===== config.mk =====
export PLATFORM = sky130hd
export DESIGN_NAME = u32_to_decimal_ascii
export DESIGN_NICKNAME = d
export VERILOG_FILES = /design/src/hdl/u2da_pkg.sv /design/src/hdl/u2da_cell.sv /design/src/hdl/u32_to_decimal_ascii.sv
export SDC_FILE = /design/constraint.sdc
export NUM_CORES = 1
export LEC_CHECK = 0
export ABC_AREA = 1
export BUFFER_PORTS_ARGS = -buffer_cell sky130_fd_sc_hd__buf_2
export CORE_ASPECT_RATIO = 1.2
export CORE_MARGIN = 2
export CORE_UTILIZATION = 54
export CTS_CLUSTER_SIZE = 14
export DETAILED_ROUTE_END_ITERATION = 8
export PLACE_DENSITY = 0.76
export SLEW_MARGIN = 20
export SYNTH_ARGS = -nofsm -noshare
export SYNTH_HDL_FRONTEND = slang
export SYNTH_SLANG_ARGS = --single-unit
export TNS_END_PERCENT = 50

===== constraint.sdc =====
create_clock -name clk -period 2.05 [get_ports clk]
set_input_delay 0.41 -clock clk [delete_from_list [all_inputs] [get_ports clk]]
set_output_delay 0.41 -clock clk [all_outputs]
set_load 0.02 [all_outputs]

===== src/hdl/u2da_pkg.sv =====
// ----------------------------------------------------------------------------
// u2da_pkg
// Shared constants and types for the decimal ASCII formatter.
// ----------------------------------------------------------------------------
`default_nettype none

package u2da_pkg;

	localparam int BIN_W      = 32;
	localparam int NUM_DIGITS = 10;
	localparam int DIGIT_W    = 4;
	localparam int CHAR_W     = 6;
	localparam int TDATA_IN_W = 32;
	localparam int TDATA_OUT_W = 8;
	localparam int CNT_W      = $clog2(BIN_W);
	localparam int REM_W      = $clog2(NUM_DIGITS + 1);

	localparam logic [CHAR_W-1:0] CHAR_ZERO = 6'd48;
	localparam logic [CHAR_W-1:0] CHAR_LF   = 6'd10;

	typedef struct packed {
		logic clr;
		logic dabble;
		logic shift;
	} cell_ctl_t;

endpackage

`default_nettype wire


===== src/hdl/u2da_cell.sv =====
// ----------------------------------------------------------------------------
// u2da_cell
// One BCD digit of the conversion chain: add-3 and shift during conversion,
// digit-wide shift toward the top during readout.
// ----------------------------------------------------------------------------
`default_nettype none

module u2da_cell (
	input  logic                          clk,
	input  u2da_pkg::cell_ctl_t           ctl,
	input  logic                          bit_in,
	output logic                          bit_out,
	input  logic [u2da_pkg::DIGIT_W-1:0]  dig_in,
	output logic [u2da_pkg::DIGIT_W-1:0]  dig_out
);
	import u2da_pkg::*;

	logic [DIGIT_W-1:0] dig_q;
	logic [DIGIT_W-1:0] adj;

	always_comb begin
		adj = (dig_q >= DIGIT_W'(5)) ? dig_q + DIGIT_W'(3) : dig_q;
	end

	assign bit_out = adj[DIGIT_W-1];
	assign dig_out = dig_q;

	always_ff @(posedge clk) begin
		if (ctl.clr) begin
			dig_q <= '0;
		end else if (ctl.dabble) begin
			dig_q <= {adj[DIGIT_W-2:0], bit_in};
		end else if (ctl.shift) begin
			dig_q <= dig_in;
		end
	end

endmodule

`default_nettype wire


===== src/hdl/u32_to_decimal_ascii.sv =====
// ----------------------------------------------------------------------------
// u32_to_decimal_ascii
// Renders an unsigned 32-bit value as decimal ASCII, one character per beat.
// ----------------------------------------------------------------------------
// Each request carries a value and a newline flag; the block answers with the
// decimal digits, most significant first, leading zeros dropped (zero gives a
// single '0'), then a line feed if the flag is set, with tlast on the final
// character. A row of ten BCD cells converts the value by shift-and-add-3,
// then the digits shift out of the top cell: leading zeros are skipped
// first, then the characters are sent as the output takes them. The next
// request is taken once the last character has moved into the output
// register.
`default_nettype none

module u32_to_decimal_ascii (
	input  logic                                 clk,
	input  logic                                 arst_n,
	input  logic                                 s_tvalid,
	output logic                                 s_tready,
	input  logic [u2da_pkg::TDATA_IN_W-1:0]      s_tdata,  // [31:0] value
	input  logic                                 s_tuser,  // [0] add_newline
	output logic                                 m_tvalid,
	input  logic                                 m_tready,
	output logic [u2da_pkg::TDATA_OUT_W-1:0]     m_tdata,  // [5:0] char_code
	output logic                                 m_tlast   // is_last
);
	import u2da_pkg::*;

	localparam logic [2:0] ST_IDLE = 3'd0;
	localparam logic [2:0] ST_CONV = 3'd1;
	localparam logic [2:0] ST_SKIP = 3'd2;
	localparam logic [2:0] ST_EMIT = 3'd3;
	localparam logic [2:0] ST_LF   = 3'd4;

	logic [2:0]        state_q;
	logic [BIN_W-1:0]  bin_q;
	logic [CNT_W-1:0]  cnt_q;
	logic [REM_W-1:0]  rem_q;
	logic              nl_q;
	logic              out_valid_q;
	logic [CHAR_W-1:0] out_char_q;
	logic              out_last_q;

	cell_ctl_t         ctl;
	logic              out_free;
	logic              out_load;
	logic              s_acc;
	logic [NUM_DIGITS-1:0]  carry;
	logic [DIGIT_W-1:0]     dig [NUM_DIGITS];
	logic [DIGIT_W-1:0]     top;

	assign top      = dig[NUM_DIGITS-1];
	assign out_free = !out_valid_q || m_tready;
	assign out_load = out_free && ((state_q == ST_EMIT) || (state_q == ST_LF));
	assign s_tready = (state_q == ST_IDLE);
	assign s_acc    = s_tvalid && s_tready;

	always_comb begin
		ctl.clr    = s_acc;
		ctl.dabble = (state_q == ST_CONV);
		ctl.shift  = ((state_q == ST_SKIP) && (top == '0) && (rem_q > REM_W'(1)))
		          || ((state_q == ST_EMIT) && out_free);
	end

	genvar gi;
	generate
		for (gi = 0; gi < NUM_DIGITS; gi++) begin : g_cell
			if (gi == 0) begin : g_first
				u2da_cell u_cell (
					.clk     (clk),
					.ctl     (ctl),
					.bit_in  (bin_q[BIN_W-1]),
					.bit_out (carry[gi]),
					.dig_in  ({DIGIT_W{1'b0}}),
					.dig_out (dig[gi])
				);
			end else begin : g_rest
				u2da_cell u_cell (
					.clk     (clk),
					.ctl     (ctl),
					.bit_in  (carry[gi-1]),
					.bit_out (carry[gi]),
					.dig_in  (dig[gi-1]),
					.dig_out (dig[gi])
				);
			end
		end
	endgenerate

	always_ff @(posedge clk) begin
		if (s_acc) begin
			bin_q <= s_tdata[BIN_W-1:0];
			nl_q  <= s_tuser;
		end else if (state_q == ST_CONV) begin
			bin_q <= {bin_q[BIN_W-2:0], 1'b0};
		end
	end

	always_ff @(posedge clk or negedge arst_n) begin
		if (!arst_n) begin
			state_q     <= ST_IDLE;
			cnt_q       <= '0;
			rem_q       <= '0;
			out_valid_q <= 1'b0;
			out_char_q  <= '0;
			out_last_q  <= 1'b0;
		end else begin
			if (out_valid_q && m_tready && !out_load) begin
				out_valid_q <= 1'b0;
			end
			unique case (state_q)
				ST_IDLE: begin
					if (s_acc) begin
						cnt_q   <= CNT_W'(BIN_W - 1);
						state_q <= ST_CONV;
					end
				end
				ST_CONV: begin
					cnt_q <= cnt_q - CNT_W'(1);
					if (cnt_q == '0) begin
						rem_q   <= REM_W'(NUM_DIGITS);
						state_q <= ST_SKIP;
					end
				end
				ST_SKIP: begin
					if (ctl.shift) begin
						rem_q <= rem_q - REM_W'(1);
					end else begin
						state_q <= ST_EMIT;
					end
				end
				ST_EMIT: begin
					if (out_free) begin
						out_valid_q <= 1'b1;
						out_char_q  <= CHAR_ZERO + CHAR_W'(top);
						out_last_q  <= (rem_q == REM_W'(1)) && !nl_q;
						rem_q       <= rem_q - REM_W'(1);
						if (rem_q == REM_W'(1)) begin
							state_q <= nl_q ? ST_LF : ST_IDLE;
						end
					end
				end
				ST_LF: begin
					if (out_free) begin
						out_valid_q <= 1'b1;
						out_char_q  <= CHAR_LF;
						out_last_q  <= 1'b1;
						state_q     <= ST_IDLE;
					end
				end
				default: begin
					state_q <= ST_IDLE;
				end
			endcase
		end
	end

	assign m_tvalid = out_valid_q;
	assign m_tdata  = {{(TDATA_OUT_W-CHAR_W){1'b0}}, out_char_q};
	assign m_tlast  = out_last_q;

endmodule

`default_nettype wire


-- Yosys cells after proc, flatten, opt, wreduce, memory -nomap -nowiden
Cells that the tools add are included.
- bits in registers: 93
- word-level logic and storage cells: 136
- input port bits: 37
- output and inout port bits: 11
- reductions and logical operators: 27
- $lt $le $gt $ge: 11
- add/sub/neg operators: 13
- equal/unequal tests: 12
- mux-type cells: 55
- operators by type and width (kind ; count):
    two-way mux 4 bit ; 32
    two-way mux 32 bit ; 2
    >= comparator 4 x 3 -> 1 bit, second input constant ; 10
    adder 4 x 2 -> 4 bit, second input constant ; 9
    two-way mux 3 bit ; 8
    one-hot mux 3 bit (5 select lines) ; 1
    two-way mux 6 bit ; 2
    one-hot mux 4 bit (3 select lines) ; 1
    one-hot mux 6 bit (2 select lines) ; 1
    one-hot mux 5 bit (2 select lines) ; 1
    logical AND 1 bit ; 8
    != test 2 bit, second input constant ; 4
    nonzero test 2 bit ; 4
    adder 5 x 5 -> 6 bit, first input constant ; 1
    == test 3 x 2 -> 1 bit, second input constant ; 2
    != test 2 x 1 -> 1 bit, second input constant ; 3
    AND reduction 6 bit ; 1
    logical NOT 5 bit ; 1
    two-way mux 1 bit ; 5
    two-way mux 5 bit ; 1
    subtractor 5 x 1 -> 5 bit, second input constant ; 1
    == test 4 x 1 -> 1 bit, second input constant ; 1
    > comparator 4 x 1 -> 1 bit, second input constant ; 1
    logical NOT 4 bit ; 1
    13 further kinds ; 17

-- Logic depth before layout (Yosys ltp)
- depth in word-level cells: 8
- depth in mapped cells: 12
- mapped depth without buffers: 12

-- By module
From an unflattened synthesis, not the netlist that was laid out.
- cell total of the unflattened synthesis: 726
- area total of the unflattened synthesis: 5434.0 um2
- by module, submodules not included (module ; seq. area each (um2) ; instances ; cells an instance ; area an instance (um2)):
    u2da_cell ; 80.1 ; 10 ; 44 ; 294.0
    u32_to_decimal_ascii ; 1466.4 ; 1 ; 286 ; 2493.6

-- Least setup slack after synthesis
No wires, ideal clock.
- kind: reg2reg
- start: register state_q[2]
- end: register bin_q[0] (enable)
- arrival time: 1597 ps
- setup time: 388 ps
- setup slack: 65 ps
- period minus slack after synthesis: 1985 ps
- data required time: 1662 ps
- stages on the path, launching flop included: 6
- path buffers: 0
- path through: dfrtp_1 -> nor2_1 -> nand2_1 -> nor2_2 -> nor2_4 -> inv_1
- cells in the longest elaborated chain, start to end: 3
- elaborated cells between the ends (all ways): 4
- classes of those cells: eq/ne: 1; reduce/logical: 3
- RTL lines (what ; line ; source):
    start: declaration ; u32_to_decimal_ascii.sv:35 ; logic [2:0] state_q;
    start signal: assignment ; u32_to_decimal_ascii.sv:139 ; state_q <= nl_q ? ST_LF : ST_IDLE;
    logical NOT 3 bit ; u32_to_decimal_ascii.sv:55 ; assign s_tready = (state_q == ST_IDLE);
    logical AND 1 bit ; u32_to_decimal_ascii.sv:56 ; assign s_acc = s_tvalid && s_tready;
    nonzero test 2 bit (no source line) * ; -- ;
    end signal: assignment ; u32_to_decimal_ascii.sv:92 ; bin_q <= s_tdata[BIN_W-1:0];
    end signal: assignment ; u32_to_decimal_ascii.sv:95 ; bin_q <= {bin_q[BIN_W-2:0], 1'b0};
    end: declaration ; u32_to_decimal_ascii.sv:36 ; logic [BIN_W-1:0] bin_q;
Mark *: on every way between the ends. The rest lies on a longest branch, timed or not.
A chain may end at the register's enable or synchronous reset.

-- Worst setup path after layout
- start: register rem_q[0]
- end: register g_cell[7].g_rest.u_cell.dig_q[1]
- cells in the longest elaborated chain, start to end: 4
- RTL lines (what ; line ; source):
    start: declaration ; u32_to_decimal_ascii.sv:38 ; logic [REM_W-1:0] rem_q;
    start signal: assignment ; u32_to_decimal_ascii.sv:121 ; rem_q <= REM_W'(NUM_DIGITS);
    start signal: assignment ; u32_to_decimal_ascii.sv:127 ; rem_q <= rem_q - REM_W'(1);
    start signal: assignment ; u32_to_decimal_ascii.sv:137 ; rem_q <= rem_q - REM_W'(1);
    > comparator 4 x 1 -> 1 bit ; u32_to_decimal_ascii.sv:61 ; ctl.shift = ((state_q == ST_SKIP) && (top == '0) && (rem_q > REM_W'(1)))
    logical AND 1 bit ; u32_to_decimal_ascii.sv:61 ;
    logical OR 1 bit ; u32_to_decimal_ascii.sv:62 ; || ((state_q == ST_EMIT) && out_free);
    nonzero test 2 bit (no source line) ; -- ;
    end signal: assignment ; u2da_cell.sv:32 ; dig_q <= {adj[DIGIT_W-2:0], bit_in};
    end signal: assignment ; u2da_cell.sv:34 ; dig_q <= dig_in;
    end: declaration ; u2da_cell.sv:18 ; logic [DIGIT_W-1:0] dig_q;
No other way between the ends.

==> key figures <==
Run status
  – Run status: complete, but fails checks
  – Violated checks: negative hold slack

Global routing
  – All-Layer GR Usage: 23.2%
  – Overflow left after global routing: 0
  – First-pass GRT wire length: 20.5 mm
  – Antenna violations before repair: 0
  – Maximum number of pins on one net before global-route repair: 43
  – Via count of the first global-routing pass: 4,904

Floorplanning
  – Cell row count: 40
  – Number of top-level pins: 48
  – Width of the chip: 96.0 um
  – Die Footprint: 11,000 um2
  – Initial core utilization: 55.0%
  – Core region area: 9960 um2
  – Vertical die dimension: 114 um

Timing
  – Min cycle time layout: 1.75 ns
  – Setup repair after global routing missed its margin: no
  – Number of endpoints with negative hold slack in the final report: 5
  – Clock skew: 0.0101 ns
  – Final period utilization: 85.2%
  – Final setup TNS: 0 ns
  – Final count of pins violating max slew: 0
  – Worst-case hold slack: -0.00271 ns
  – Setup Viol. Count Final: 0
  – Highest clock frequency the design can meet: 573 MHz

Placement
  – Estimated wirelength of the detail-placed design: 8.44 mm
  – Last weighted congestion value of the routability-driven placer: 0.846
  – Count of input and output buffers: 45

Drt
  – DRC violation count after routing: 0
  – Count of antenna-violating nets left after detailed routing: 0
  – Aggregate routed wire length: 12.1 mm
  – Vias per Instance: 5.25
  – Number of iterations in the first detailed-routing pass: 5
  – Count of vias placed by the detailed router: 5,034
  – Number of violations reported at the end of detailed-routing iteration 0: 280
  – Detail-routed net length per standard cell: 12.6 um

Job
  – Count of max-cap constraint violations: 0

Critical path
  – Critical path data arrival time: 1.97 ns
  – Cell Chain, Critical Path: inv_1 -> ha_1 -> o21ai_1 -> nand3_2 -> buf_4 -> nand3_1 -> nand2_1 -> nor2_1 -> nor2_1
  – Startpoint-to-endpoint class of the critical path: flip-flop to flip-flop
  – Slowest cell on the critical path: sky130_fd_sc_hd__dfrtp_1
  – Count of buffer and inverter cells on the critical path: 2
  – Cell class contributing the biggest share of worst-path delay: simple AND/OR/NAND/NOR gates
  – Highest cell delay on the worst timing path: 0.37 ns
  – Endpoint required time on the critical path: 2.27 ns
  – Kind of start point of the critical path: flip-flop
  – Crit Path Max Fanout: 29
  – Most common cell on crit path: sky130_fd_sc_hd__nor2_1
  – Critical Path Sink Type: flip-flop

Synth
  – Largest family of logic cells by synthesized area: simple AND/OR/NAND/NOR gates
  – Ys async rst share: 20.7%
  – Library cells used by synthesis: 32
  – Post-synthesis sequential area ratio: 41.4%
  – Post-synthesis compound-gate area fraction: 7.08%
  – Synth area leaders: sky130_fd_sc_hd__nand2_1 20%, sky130_fd_sc_hd__edfxtp_1 18%, sky130_fd_sc_hd__dfxtp_1 15%, sky130_fd_sc_hd__dfrtp_1 8.7%, sky130_fd_sc_hd__nor2_1 6.2%
  – Post-synthesis share of cell area spent on xor and xnor gates: 0.799%
  – Commonest cells post-synth: 288 x sky130_fd_sc_hd__nand2_1, 91 x sky130_fd_sc_hd__nor2_1, 84 x sky130_fd_sc_hd__inv_1
  – Cell taking the most area after synthesis: sky130_fd_sc_hd__nand2_1
  – Most instantiated library cell after synthesis: sky130_fd_sc_hd__nand2_1
  – Cell count after synthesis: 791
  – Share of cell area taken by muxes after synthesis: 0%
  – Number of warnings printed during yosys synthesis: 0
  – Cell Area, Synth: 5480 um2
  – Synthesized-area fraction occupied by adder cells: 5.48%
  – Leading register cell type out of synthesis: sky130_fd_sc_hd__dfxtp_1
  – Portion of synthesized cell area occupied by the leading cell type: 19.7%
  – Simple-gate share of the synthesized area: 35.9%
  – Post-synth EDFFs: 33
  – Flop and latch count out of synthesis: 92
  – Mapped Avg Cell Area: 6.93 um2

Clock network
  – Cts-stage hold buffer count: 0
  – Number of clock sinks seen by CTS: 92
  – H-tree Lvls: 3
  – Worst-Skew Late Latency: 0.34 ns
  – Setup fix buffers added after clock tree synthesis: 0
  – Root buf cell: sky130_fd_sc_hd__clkbuf_16
  – Clock transition time at the flip-flop clock pins of the worst setup and hold paths: 0.07 ns
  – Maximum root-to-sink buffer count: 2
  – Post-CTS Resized: 0
  – TritonCTS buffer count: 9
  – TritonCTS clock tree: built

Cells and area
  – Area Growth Syn to Fin: 11.7%
  – Fraction of final layout cells with drive strength greater than 1: 11.0%
  – Fin nets: 889
  – Antenna diode instance count: 0
  – Fin util: 61.5%

Pwr
  – NetSw: 5.33 mW
  – Peak supply drop: 0.770 mV
  – Leak Pwr: 3.18 nW
  – Share of total power in combinational logic: 53.6%
  – Part of the total power dissipated in the clock network: 14.5%
  – Switching part of the total power: 46.5%
  – Internal power: 6.12 mW
  – Seq pwr share: 31.9%
  – Total power per unit cell area: 1870 nW/um2

Min path
  – Hold crit path type: input pin to asynchronous set/reset pin
[worst register-to-register path, cell delays in order, from the launching register on]
cell and delay (ns):
sky130_fd_sc_hd__dfrtp_1 0.37, sky130_fd_sc_hd__inv_1 0.08, sky130_fd_sc_hd__ha_1 0.23, sky130_fd_sc_hd__o21ai_1 0.20, sky130_fd_sc_hd__nand3_2 0.17, sky130_fd_sc_hd__buf_4 0.28
sky130_fd_sc_hd__nand3_1 0.12, sky130_fd_sc_hd__nand2_1 0.05, sky130_fd_sc_hd__nor2_1 0.08, sky130_fd_sc_hd__nor2_1 0.04
[layout by cell type (no fill, tap or decap), types with 2 or more instances in the layout]
cell type	netlist	final
sky130_fd_sc_hd__nor2_4	2	3
sky130_fd_sc_hd__inv_6	0	3
sky130_fd_sc_hd__o21ai_1	7	7
sky130_fd_sc_hd__conb_1	1	2
sky130_fd_sc_hd__a31oi_1	2	2
sky130_fd_sc_hd__o21ai_0	39	39
sky130_fd_sc_hd__nand2_2	2	2
sky130_fd_sc_hd__nand2_1	288	288
sky130_fd_sc_hd__a21oi_1	17	17
sky130_fd_sc_hd__edfxtp_1	33	33
sky130_fd_sc_hd__inv_2	6	6
sky130_fd_sc_hd__buf_2	15	45
sky130_fd_sc_hd__clkbuf_16	0	10
sky130_fd_sc_hd__buf_4	5	11
sky130_fd_sc_hd__nand4_1	29	29
sky130_fd_sc_hd__xor2_1	5	5
sky130_fd_sc_hd__nor3_1	3	3
sky130_fd_sc_hd__dfxtp_1	40	40
sky130_fd_sc_hd__nor2_1	91	91
sky130_fd_sc_hd__nand3_1	48	48
sky130_fd_sc_hd__nand3_2	3	3
sky130_fd_sc_hd__buf_12	0	2
sky130_fd_sc_hd__dfrtp_1	19	19
sky130_fd_sc_hd__or2_2	4	4
sky130_fd_sc_hd__inv_1	84	84
sky130_fd_sc_hd__a22oi_1	5	5
sky130_fd_sc_hd__ha_1	24	24
[routing by layer]
layer	wire length (um)	up-vias	track usage, %	share of wire (%)
met1	5140	2293	25.9	43
met3	555	20	4.48	4.6
met5	0	-	0	0
li1	-	2584	-	-
met4	180	0	7.81	1.5
met2	6170	137	43.3	51
[flip-flops by register name, indices dropped and copies added, names as in the netlist]
signal / flops
g_cell.g_rest.u_cell.dig_out: 36
g_cell.g_first.u_cell.dig_out: 4
state_q: 3
out_char_q: 5
rem_q: 4
bin_q: 32
m_tvalid: 1
nl_q: 1
cnt_q: 5
m_tlast: 1
[path summary, 6_finish.rpt]
| path | startpoint | end | slack (ns) | cells after the start |
|---|---|---|---|---|
| worst max-delay path | rem_q[0] | g_cell[7].g_rest.u_cell.dig_out[1] | 0.30 | 9 |
| worst min-delay path | arst_n | cnt_q[1] | -0.003 | 1 |
| worst max register to register | rem_q[0] | g_cell[7].g_rest.u_cell.dig_out[1] | 0.30 | 9 |
| worst min register to register | g_cell[9].g_rest.u_cell.dig_out[1] | g_cell[9].g_rest.u_cell.dig_out[1] | 0.49 | 2 |
| max in group asynchronous | arst_n | out_char_q[4] | 1.74 | 1 |
| min in group clk | s_tuser | nl_q | 0.25 | 1 |
[logic make-up after synthesis]
kind of cell | after synthesis
other cells | 1
compound gates | 73
xor+xnor | 5
fa+ha+maj | 24
buf+inv | 123
simple gates | 473
flops | 92
[area by class of cell]
class	instances	area, um2
Fill cell	907	3840
Multi-Input combinational cell	577	2710
Sequential cell	92	2270
Timing Repair Buffer	58	348
Inverter	90	338
Clock buffer	11	254
Tap cell	126	158
Clock inverter	5	42.5
[power groups by stage]
stage	Sequential (mW)	Combinational (mW)	Clock (mW)
finish	3.66	6.13	1.66
global route	3.75	7.12	1.74
CTS	3.64	6.16	1.69
detailed placement	3.67	6.12	0
global placement	3.63	5.82	0
floorplan	3.60	4.70	0
[stage by stage]
stage / instance area, um2 / cells / power [mW] / setup slack, ns
after CTS: 6120 / 959 / 11.5 / 0.299
after global routing: 6120 / 959 / 12.6 / 0.116
after detailed placement: 5820 / 943 / 9.79 / 0.322
final: 6120 / 959 / 11.4 / 0.304
after global placement: 5820 / 943 / 9.46 / 0.346
after floorplan: 5480 / 792 / 8.29 / 0.0654
(Power assumes the default switching activity.)
